### src/drt_pkg.sv
`timescale 1ns / 1ps
// Shared types and codes for the delivery retry table.
// No dependencies; imported by the interfaces, the top level and the checker.
package drt_pkg;

    localparam int OP_W    = 2;
    localparam int KEY_W   = 32;
    localparam int TRIES_W = 4;
    localparam int OCC_W   = 4;

    localparam logic [OP_W-1:0] OP_BEGIN   = 2'd0;
    localparam logic [OP_W-1:0] OP_SUCCEED = 2'd1;
    localparam logic [OP_W-1:0] OP_FAIL    = 2'd2;
    localparam logic [OP_W-1:0] OP_QUERY   = 2'd3;

    localparam logic [TRIES_W-1:0] MAX_TRIES_RESET = 4'd3;

    // Per-entry retry state held in the entry memory.
    typedef struct packed {
        logic [TRIES_W-1:0] tries;
        logic               flight;
    } t_ent;

endpackage

### src/drt_if.sv
`timescale 1ns / 1ps
// Request and response channel interfaces for the delivery retry table.
// Depends on drt_pkg.
interface drt_req_if
    import drt_pkg::*;
();
    logic             valid;
    logic             ready;
    logic [OP_W-1:0]  op;
    logic [KEY_W-1:0] key;

    modport source (output valid, output op, output key, input ready);
    modport sink   (input valid, input op, input key, output ready);
endinterface

interface drt_rsp_if
    import drt_pkg::*;
();
    logic               valid;
    logic               ready;
    logic               granted;
    logic               gave_up;
    logic               outstanding;
    logic [TRIES_W-1:0] tries;
    logic [OCC_W-1:0]   occupancy;
    logic               table_full;

    modport source (output valid, output granted, output gave_up, output outstanding,
                    output tries, output occupancy, output table_full, input ready);
    modport sink   (input valid, input granted, input gave_up, input outstanding,
                    input tries, input occupancy, input table_full, output ready);
endinterface

### src/drt_cam.sv
`timescale 1ns / 1ps
// Key store of the delivery retry table: valid bits, keys, parallel match.
// Standalone; used by delivery_retry_table.
module drt_cam #(
    parameter int ENTRIES  = 8,
    parameter int KEY_BITS = 32,
    parameter int SLOT_W   = (ENTRIES > 1) ? $clog2(ENTRIES) : 1
) (
    input  logic                i_clk,
    input  logic                i_rst_n,
    input  logic                i_set,
    input  logic                i_clr,
    input  logic [SLOT_W-1:0]   i_slot,
    input  logic [KEY_BITS-1:0] i_key,
    input  logic [KEY_BITS-1:0] i_look_key,
    output logic                o_hit,
    output logic [SLOT_W-1:0]   o_hit_slot,
    output logic                o_free_ok,
    output logic [SLOT_W-1:0]   o_free_slot
);

    logic [ENTRIES-1:0]  r_valid;
    logic [KEY_BITS-1:0] r_keys [ENTRIES];

    always_ff @(posedge i_clk) begin
        if (!i_rst_n) begin
            r_valid <= '0;
        end else if (i_set) begin
            r_valid[i_slot] <= 1'b1;
        end else if (i_clr) begin
            r_valid[i_slot] <= 1'b0;
        end
    end

    always_ff @(posedge i_clk) begin
        if (i_set) begin
            r_keys[i_slot] <= i_key;
        end
    end

    // Lowest-indexed match and lowest-indexed free entry.
    always_comb begin
        o_hit       = 1'b0;
        o_hit_slot  = '0;
        o_free_ok   = 1'b0;
        o_free_slot = '0;
        for (int i = ENTRIES - 1; i >= 0; i--) begin
            if (r_valid[i] && (r_keys[i] == i_look_key)) begin
                o_hit      = 1'b1;
                o_hit_slot = SLOT_W'(i);
            end
            if (!r_valid[i]) begin
                o_free_ok   = 1'b1;
                o_free_slot = SLOT_W'(i);
            end
        end
    end

endmodule

### src/delivery_retry_table.sv
`timescale 1ns / 1ps
// Delivery retry table: top level. A request is taken only when idle or as the
// current one retires; it is looked up in the key store the next cycle (which
// also issues the entry memory read), then executed, and the response register
// is loaded as it retires, which waits on a stalled response. The entry memory
// read-modify-write sets that pace. Synchronous active-low reset empties the table
// and sets max_tries to 3; no clearing pass. Depends on drt_pkg, drt_if, drt_cam.
module delivery_retry_table
    import drt_pkg::*;
#(
    parameter int ENTRIES  = 8,
    parameter int KEY_BITS = 32
) (
    input  logic        i_clk,
    input  logic        i_rst_n,
    drt_req_if.sink     i_req,
    drt_rsp_if.source   o_rsp,
    input  logic        psel,
    input  logic        penable,
    input  logic        pwrite,
    input  logic [2:0]  paddr,
    input  logic [31:0] pwdata,
    output logic [31:0] prdata,
    output logic        pready
);

    localparam int SLOT_W  = (ENTRIES > 1) ? $clog2(ENTRIES) : 1;
    localparam int COUNT_W = $clog2(ENTRIES + 1);

    localparam logic [1:0] S_IDLE = 2'd0;
    localparam logic [1:0] S_LOOK = 2'd1;
    localparam logic [1:0] S_EXEC = 2'd2;

    // Configuration register: max_tries at byte address 0.
    logic [TRIES_W-1:0] r_max_tries;
    logic               w_cfg_wr;

    assign pready   = 1'b1;
    assign w_cfg_wr = psel && penable && pwrite && (paddr[2] == 1'b0);
    assign prdata   = (paddr[2] == 1'b0) ? {28'd0, r_max_tries} : 32'd0;

    always_ff @(posedge i_clk) begin
        if (!i_rst_n) begin
            r_max_tries <= MAX_TRIES_RESET;
        end else if (w_cfg_wr) begin
            r_max_tries <= pwdata[TRIES_W-1:0];
        end
    end

    // Sequencer and request capture.
    logic [1:0]          r_state;
    logic [1:0]          n_state;
    logic [OP_W-1:0]     r_op;
    logic [KEY_BITS-1:0] r_key;
    logic                w_accept;
    logic                w_out_free;
    logic                w_exec_done;

    assign w_out_free  = !o_rsp.valid || o_rsp.ready;
    assign w_exec_done = (r_state == S_EXEC) && w_out_free;
    // Take a new request when idle or as the current one retires.
    assign i_req.ready = (r_state == S_IDLE) || w_exec_done;
    assign w_accept    = i_req.valid && i_req.ready;

    always_comb begin
        n_state = r_state;
        case (r_state)
            S_IDLE: if (w_accept) n_state = S_LOOK;
            S_LOOK: n_state = S_EXEC;
            S_EXEC: begin
                if (w_exec_done) begin
                    n_state = w_accept ? S_LOOK : S_IDLE;
                end
            end
            default: n_state = S_IDLE;
        endcase
    end

    always_ff @(posedge i_clk) begin
        if (!i_rst_n) begin
            r_state <= S_IDLE;
        end else begin
            r_state <= n_state;
        end
    end

    always_ff @(posedge i_clk) begin
        if (w_accept) begin
            r_op  <= i_req.op;
            r_key <= KEY_BITS'(i_req.key);
        end
    end

    // Key store.
    logic              w_cam_set;
    logic              w_cam_clr;
    logic [SLOT_W-1:0] w_cam_slot;
    logic              w_hit;
    logic [SLOT_W-1:0] w_hit_slot;
    logic              w_free_ok;
    logic [SLOT_W-1:0] w_free_slot;

    drt_cam #(
        .ENTRIES  (ENTRIES),
        .KEY_BITS (KEY_BITS),
        .SLOT_W   (SLOT_W)
    ) u_cam (
        .i_clk       (i_clk),
        .i_rst_n     (i_rst_n),
        .i_set       (w_cam_set),
        .i_clr       (w_cam_clr),
        .i_slot      (w_cam_slot),
        .i_key       (r_key),
        .i_look_key  (r_key),
        .o_hit       (w_hit),
        .o_hit_slot  (w_hit_slot),
        .o_free_ok   (w_free_ok),
        .o_free_slot (w_free_slot)
    );

    // Hold the lookup result for the execute cycle.
    logic              r_hit;
    logic [SLOT_W-1:0] r_hit_slot;
    logic              r_free_ok;
    logic [SLOT_W-1:0] r_free_slot;

    always_ff @(posedge i_clk) begin
        if (r_state == S_LOOK) begin
            r_hit       <= w_hit;
            r_hit_slot  <= w_hit_slot;
            r_free_ok   <= w_free_ok;
            r_free_slot <= w_free_slot;
        end
    end

    // Entry memory: tries and in-flight flag, registered read. An entry is
    // written on allocation before a read of it is used, so it needs no reset.
    // The write in one execute cycle lands before the next lookup reads.
    t_ent              r_mem [ENTRIES];
    t_ent              r_rd;
    logic              w_mem_we;
    t_ent              w_mem_wdata;

    always_ff @(posedge i_clk) begin
        if (r_state == S_LOOK) begin
            r_rd <= r_mem[w_hit_slot];
        end
    end

    always_ff @(posedge i_clk) begin
        if (w_exec_done && w_mem_we) begin
            r_mem[w_cam_slot] <= w_mem_wdata;
        end
    end

    // Execute: compute the response and the updates.
    logic [COUNT_W-1:0] r_count;
    logic [COUNT_W-1:0] n_count;
    logic [TRIES_W-1:0] w_next_tries;
    logic               n_granted;
    logic               n_gave_up;
    logic               n_outstanding;
    logic [TRIES_W-1:0] n_tries;
    logic               n_full;
    logic               w_set;
    logic               w_clr;

    assign w_next_tries = r_rd.tries + 1'b1;

    always_comb begin
        n_granted     = 1'b0;
        n_gave_up     = 1'b0;
        n_outstanding = 1'b0;
        n_tries       = '0;
        n_full        = 1'b0;
        n_count       = r_count;
        w_set         = 1'b0;
        w_clr         = 1'b0;
        w_mem_we      = 1'b0;
        w_mem_wdata   = r_rd;
        w_cam_slot    = r_hit_slot;
        case (r_op)
            OP_BEGIN: begin
                if (r_hit) begin
                    n_outstanding = 1'b1;
                    n_tries       = r_rd.tries;
                    if (!r_rd.flight) begin
                        n_granted          = 1'b1;
                        w_mem_we           = 1'b1;
                        w_mem_wdata.flight = 1'b1;
                    end
                end else if (r_free_ok) begin
                    // Allocate the lowest free entry, in flight with no tries.
                    w_cam_slot         = r_free_slot;
                    w_set              = 1'b1;
                    w_mem_we           = 1'b1;
                    w_mem_wdata.tries  = '0;
                    w_mem_wdata.flight = 1'b1;
                    n_granted          = 1'b1;
                    n_outstanding      = 1'b1;
                    n_count            = r_count + 1'b1;
                end else begin
                    n_full = 1'b1;
                end
            end
            OP_SUCCEED: begin
                if (r_hit) begin
                    w_clr   = 1'b1;
                    n_count = r_count - 1'b1;
                end
            end
            OP_FAIL: begin
                if (r_hit) begin
                    if (w_next_tries >= r_max_tries) begin
                        // Limit reached: drop the entry.
                        w_clr     = 1'b1;
                        n_gave_up = 1'b1;
                        n_count   = r_count - 1'b1;
                    end else begin
                        w_mem_we           = 1'b1;
                        w_mem_wdata.tries  = w_next_tries;
                        w_mem_wdata.flight = 1'b0;
                        n_tries            = w_next_tries;
                    end
                end
            end
            OP_QUERY: begin
                if (r_hit) begin
                    n_outstanding = r_rd.flight;
                    n_tries       = r_rd.tries;
                end
            end
            default: begin
                n_count = r_count;
            end
        endcase
    end

    assign w_cam_set = w_exec_done && w_set;
    assign w_cam_clr = w_exec_done && w_clr;

    always_ff @(posedge i_clk) begin
        if (!i_rst_n) begin
            r_count <= '0;
        end else if (w_exec_done) begin
            r_count <= n_count;
        end
    end

    // Response register: parts the response side from the request side.
    logic r_out_valid;

    always_ff @(posedge i_clk) begin
        if (!i_rst_n) begin
            r_out_valid <= 1'b0;
        end else if (w_exec_done) begin
            r_out_valid <= 1'b1;
        end else if (o_rsp.ready) begin
            r_out_valid <= 1'b0;
        end
    end

    always_ff @(posedge i_clk) begin
        if (w_exec_done) begin
            o_rsp.granted     <= n_granted;
            o_rsp.gave_up     <= n_gave_up;
            o_rsp.outstanding <= n_outstanding;
            o_rsp.tries       <= n_tries;
            o_rsp.occupancy   <= OCC_W'(n_count);
            o_rsp.table_full  <= n_full;
        end
    end

    assign o_rsp.valid = r_out_valid;

endmodule

### src/flat_wrapper.sv
// flat-port wrapper written by rule: the top's interface ports become plain ports
module delivery_retry_table_flat import drt_pkg::*;
#(
    parameter int ENTRIES  = 8,
    parameter int KEY_BITS = 32
)
  (i_clk, i_rst_n, psel, penable, pwrite, paddr, pwdata, prdata, pready, i_req_valid, i_req_op, i_req_key, i_req_ready, o_rsp_valid, o_rsp_granted, o_rsp_gave_up, o_rsp_outstanding, o_rsp_tries, o_rsp_occupancy, o_rsp_table_full, o_rsp_ready);
  drt_req_if i_req_i ();
  drt_rsp_if o_rsp_i ();
  input  logic i_clk;
  input  logic i_rst_n;
  input  logic psel;
  input  logic penable;
  input  logic pwrite;
  input  logic [2:0] paddr;
  input  logic [31:0] pwdata;
  output logic [31:0] prdata;
  output logic pready;
  input wire logic [$bits(i_req_i.valid)-1:0] i_req_valid;
  input wire logic [$bits(i_req_i.op)-1:0] i_req_op;
  input wire logic [$bits(i_req_i.key)-1:0] i_req_key;
  output wire logic [$bits(i_req_i.ready)-1:0] i_req_ready;
  output wire logic [$bits(o_rsp_i.valid)-1:0] o_rsp_valid;
  output wire logic [$bits(o_rsp_i.granted)-1:0] o_rsp_granted;
  output wire logic [$bits(o_rsp_i.gave_up)-1:0] o_rsp_gave_up;
  output wire logic [$bits(o_rsp_i.outstanding)-1:0] o_rsp_outstanding;
  output wire logic [$bits(o_rsp_i.tries)-1:0] o_rsp_tries;
  output wire logic [$bits(o_rsp_i.occupancy)-1:0] o_rsp_occupancy;
  output wire logic [$bits(o_rsp_i.table_full)-1:0] o_rsp_table_full;
  input wire logic [$bits(o_rsp_i.ready)-1:0] o_rsp_ready;
  assign i_req_i.valid = i_req_valid;
  assign i_req_i.op = i_req_op;
  assign i_req_i.key = i_req_key;
  assign i_req_ready = i_req_i.ready;
  assign o_rsp_valid = o_rsp_i.valid;
  assign o_rsp_granted = o_rsp_i.granted;
  assign o_rsp_gave_up = o_rsp_i.gave_up;
  assign o_rsp_outstanding = o_rsp_i.outstanding;
  assign o_rsp_tries = o_rsp_i.tries;
  assign o_rsp_occupancy = o_rsp_i.occupancy;
  assign o_rsp_table_full = o_rsp_i.table_full;
  assign o_rsp_i.ready = o_rsp_ready;
  delivery_retry_table #(.ENTRIES(ENTRIES), .KEY_BITS(KEY_BITS)) u_core (.i_clk(i_clk), .i_rst_n(i_rst_n), .i_req(i_req_i), .o_rsp(o_rsp_i), .psel(psel), .penable(penable), .pwrite(pwrite), .paddr(paddr), .pwdata(pwdata), .prdata(prdata), .pready(pready));
endmodule
### config.mk
export PLATFORM = sky130hd
export DESIGN_NAME = delivery_retry_table_flat
export DESIGN_NICKNAME = d
export VERILOG_FILES = /design/src/drt_pkg.sv /design/src/drt_if.sv /design/src/drt_cam.sv /design/src/delivery_retry_table.sv /design/src/flat_wrapper.sv
export SDC_FILE = /design/constraint.sdc
export NUM_CORES = 1
export LEC_CHECK = 0
export ABC_AREA = 1
export BUFFER_PORTS_ARGS = -buffer_cell sky130_fd_sc_hd__buf_4
export CORE_ASPECT_RATIO = 0.6
export CORE_MARGIN = 2
export CORE_UTILIZATION = 60
export CTS_CLUSTER_DIAMETER = 80
export CTS_CLUSTER_SIZE = 16
export DETAILED_ROUTE_END_ITERATION = 16
export MAX_ROUTING_LAYER = met4
export PLACE_DENSITY = 0.79
export REMOVE_ABC_BUFFERS = 1
export SYNTH_ARGS = -nofsm -noshare
export SYNTH_HDL_FRONTEND = slang
export SYNTH_SLANG_ARGS = --single-unit
### constraint.sdc
create_clock -name i_clk -period 5.5 [get_ports i_clk]
set_input_delay 0.275 -clock i_clk [delete_from_list [all_inputs] [get_ports i_clk]]
set_output_delay 0.275 -clock i_clk [all_outputs]
set_load 0.02 [all_outputs]
==> results_dict.tcl <==
set metrics [dict create \
    number_of_iterations_in_the_first_detailed_routing_pass 5 \
    drc 0 \
    worstPathArrival_ns 4.26 \
    grt-ovfl-total 0 \
    share_of_the_clock_period_used_by_the_worst_path_after_layout 0.7140 \
    grt_busiest_layer "met1" \
    sequentialPowerShare 0.585 \
    placedCellCount 1936 \
    p_switching_w 0.001283 \
    timing.final.max_slew_violations 0 \
    dr.first_iter.drc_count 1860 \
    report.final.setup_viol 0 \
    hold-worst-slack_ns 0.05217 \
    ys_seq_elements 374 \
    cts.reportedPaths.clkPinSlew_ns 0.07 \
    r2r_slack_ns 1.57 \
    leading_cell_types_by_count_after_synthesis "sky130_fd_sc_hd__edfxtp_1, sky130_fd_sc_hd__nand2_1, sky130_fd_sc_hd__inv_1, sky130_fd_sc_hd__nor2_1, sky130_fd_sc_hd__o21ai_0" \
    grt_antenna_before_repair 2 \
    ctsLongestPathBuffers 3 \
    n_fill_cell 2039 \
    unique_cell_type_count_in_the_yosys_netlist 50 \
    required_arrival_time_at_the_worst_endpoint_ns 5.84 \
    cts_repair_resize_count 0 \
    cts_tree "built" \
    drt-total-wl_mm 44.92 \
    cts_buffers 27 \
    final_hold_viol_count 0 \
    rr_startpoint "u_core.r_key[31]" \
    netlist_area_sq_um 16950 \
    num_vias 11840 \
    beginning_of_the_worst_hold_path "pwdata[3]" \
    combPwrFrac 0.068 \
    most_frequently_used_cell_type_in_the_post_synthesis_netlist "sky130_fd_sc_hd__edfxtp_1" \
    htree_num_levels 1 \
    drive_above_1_share 0.1198 \
    portion_of_the_post_synthesis_area_used_by_sequential_elements 0.6514 \
    synth.avg_cell_area_sq_um 11.06 \
    die_h_microns 134.2 \
    use_met3 0.1130 \
    hpwl_mm 30.42 \
    gpl.final_weighted_congestion 0.9787 \
    rr_worst_depth 13 \
    path_class "register to register" \
    cap_viol_max_count 0 \
    area_growth_pct 11.30 \
    cts_setup_buffers 0 \
    die_w_microns 221.0 \
    grt_pass1_wl_mm 66.78 \
    timing_worst_slew_pin_value_ns 1.268 \
    synthTopCellsByArea "sky130_fd_sc_hd__edfxtp_1, sky130_fd_sc_hd__nand2_1, sky130_fd_sc_hd__inv_1" \
    clock_skew_ns 0.02450 \
    core_region_area_sq_um 27700 \
    worst-path-max-fanout 23 \
    ant_nets 0 \
    final_design_area_excluding_fillers_sq_um 18870 \
    power-per-cell-area_nw_per_um2 290.7 \
    timing.slew.headroom 0.1459 \
    fin_nets 1729 \
    antenna_cells 0 \
    clkPwrFrac 0.347 \
    pin_count 123 \
    yosysWarningCount 0 \
    post_dp_cell_area_sq_um 17670 \
    post-synth-top-area-fraction 0.6289 \
    cts_root_buf "sky130_fd_sc_hd__clkbuf_16" \
    final_cells 2028 \
    setup-tns-final_ns 0 \
    rsz0062_at_grt "no" \
    finalCriticalPeriod_ns 3.927 \
    hold-path-endpoint "u_core.r_max_tries[3]" \
    power.static_leakage_nw 7.063 \
    die_area_sq_um 29650 \
    groute.layer.met1.usage 0.4633 \
    clkLatencyLatePin_ns 0.58 \
    vias_per_cell 5.840 \
    p_int_w 0.004202 \
    post_detailed_route_wirelength_per_cell_microns 22.15 \
    synthesis.instances 1532 \
    max_freq_ghz 0.2547 \
    fp-row-count 47 \
    cts.sinks 374 \
    peakVddDrop_v 0.0002956 \
    portBuffers 63 \
    start_util 0.6120 \
    postSynth.asyncResetShare 0 \
    cts_hold_repair.buffers 42 \
    r2r-end "u_core.r_rd[0]" \
    outcome "completed" \
    synth_flop_cell "sky130_fd_sc_hd__edfxtp_1" \
    track_usage 0.3154 \
    p_sw_frac 0.2338 \
    synth_top_area_cell "sky130_fd_sc_hd__edfxtp_1" \
    synth-edff-count 355 \
    gr_met2_demand_resource 0.4116 \
    critical_path.startpoint_type "register" \
    timing.hold.worst.class "input port to register" \
    end_kind "register" \
    postLayoutCoreUtil 0.6811 \
    via_count_of_the_first_global_routing_pass 11200 \
    worst_hold_path_cells 3 \
    grt_max_degree 35 \
]
-- critical path, cell delays in order (launching register included) --
cell,delay [ns]
sky130_fd_sc_hd__edfxtp_1,0.90
sky130_fd_sc_hd__inv_2,0.38
sky130_fd_sc_hd__nand2_1,0.19
sky130_fd_sc_hd__o2111ai_1,0.11
sky130_fd_sc_hd__nor3_1,0.19
sky130_fd_sc_hd__nand4_1,0.11
sky130_fd_sc_hd__nor2_1,0.21
sky130_fd_sc_hd__nand3_2,0.56
sky130_fd_sc_hd__nand2_4,0.53
sky130_fd_sc_hd__nand2_1,0.09
sky130_fd_sc_hd__nand3_1,0.11
sky130_fd_sc_hd__nand3_1,0.09
sky130_fd_sc_hd__nand2_1,0.13
sky130_fd_sc_hd__inv_1,0.05
-- state kept, by name (all words and copies together), names as in the netlist, 2 cells and up, named ones only --
register                cells
u_core.r_key               32
u_core.o_rsp.occupancy      4
u_core.r_mem               40
u_core.r_count              4
u_core.r_rd                 5
u_core.o_rsp.tries          4
u_core.r_state              2
u_core.r_op                 2
u_core.u_cam.r_keys       256
u_core.r_hit_slot           3
u_core.r_max_tries          4
u_core.r_free_slot          3
-- area by class of cell --
class	count	area, sq um	area share
Multi-Input combinational cell	923	4853	0.2573
Sequential cell	374	11040	0.5852
Inverter	193	724.4	0.03840
Timing Repair Buffer	121	1013	0.05372
Clock buffer	48	754.5	0.03999
Clock inverter	2	20.02	0.001061
Tap cell	367	459.2	0.02434
-- cells in the final DEF, fill, tap and decap left out, types with 5 or more instances in the layout --
cell,count
sky130_fd_sc_hd__nor4_1,11
sky130_fd_sc_hd__clkbuf_16,27
sky130_fd_sc_hd__ha_1,13
sky130_fd_sc_hd__dfxtp_1,19
sky130_fd_sc_hd__or2_2,18
sky130_fd_sc_hd__nand2_2,14
sky130_fd_sc_hd__nand3_2,5
sky130_fd_sc_hd__buf_4,79
sky130_fd_sc_hd__o22ai_1,28
sky130_fd_sc_hd__a211oi_1,8
sky130_fd_sc_hd__o21ai_0,72
sky130_fd_sc_hd__nand3b_1,9
sky130_fd_sc_hd__xnor2_1,45
sky130_fd_sc_hd__clkbuf_1,21
sky130_fd_sc_hd__dlygate4sd3_1,42
sky130_fd_sc_hd__edfxtp_1,355
sky130_fd_sc_hd__o21ai_1,21
sky130_fd_sc_hd__a22o_1,7
sky130_fd_sc_hd__nor2_4,8
sky130_fd_sc_hd__conb_1,29
sky130_fd_sc_hd__nor3_1,19
sky130_fd_sc_hd__inv_2,35
sky130_fd_sc_hd__xor2_1,32
sky130_fd_sc_hd__a21oi_1,35
sky130_fd_sc_hd__nand2_1,299
sky130_fd_sc_hd__inv_1,158
sky130_fd_sc_hd__nand3_1,67
sky130_fd_sc_hd__nor2_1,116
sky130_fd_sc_hd__nand4_1,24
sky130_fd_sc_hd__o211ai_1,9
-- metrics by stage --
stage | power (W) | setup slack [ns]
after floorplan | 0.003435 | 2.056
after global placement | 0.003595 | 1.771
after detailed placement | 0.003605 | 1.723
after CTS | 0.005483 | 1.721
after global routing | 0.005641 | 1.358
final | 0.005485 | 1.573
-- cell families after synthesis --
kind of cell / count (synthesis) / synth area share
other: 2 / 0.0004431
AND/OR/NAND/NOR: 609 / 0.1602
adder cells (fa/ha/maj): 13 / 0.009596
XOR/XNOR: 77 / 0.03979
flip-flops: 374 / 0.6514
AO/OA/AOI/OAI: 195 / 0.06681
buffers and inverters: 262 / 0.07182
-- routing by layer --
layer | share of wire | routed length [microns] | vias up
met1 | 0.43 | 19260 | 5667
li1 | - | - | 5388
met5 | 0 | 0 | -
met3 | 0.15 | 6671 | 80
met4 | 0.030 | 1327 | 0
met2 | 0.39 | 17660 | 708
-- worst max-delay path by stage --
stage                                start                         to  cells after the start
after floorplan               u_core.r_hit  u_core.u_cam.r_keys[0][0]                     11
after global placement    u_core.r_key[31]             u_core.r_rd[0]                     13
after detailed placement  u_core.r_key[31]             u_core.r_rd[0]                     13
after CTS                 u_core.r_key[31]             u_core.r_rd[0]                     13
after global routing        u_core.r_rd[1]         u_core.r_mem[4][2]                     12
final                     u_core.r_key[31]             u_core.r_rd[0]                     13
-- power groups by stage --
stage / clock (W) / combinational, W / sequential (W)
finish: 0.00190 / 0.000373 / 0.00321
global route: 0.00203 / 0.000402 / 0.00321
CTS: 0.00192 / 0.000361 / 0.00320
detailed placement: 0 / 0.000336 / 0.00327
global placement: 0 / 0.000328 / 0.00327
floorplan: 0 / 0.000180 / 0.00325
Note: power is estimated with default switching activity, not from simulation.
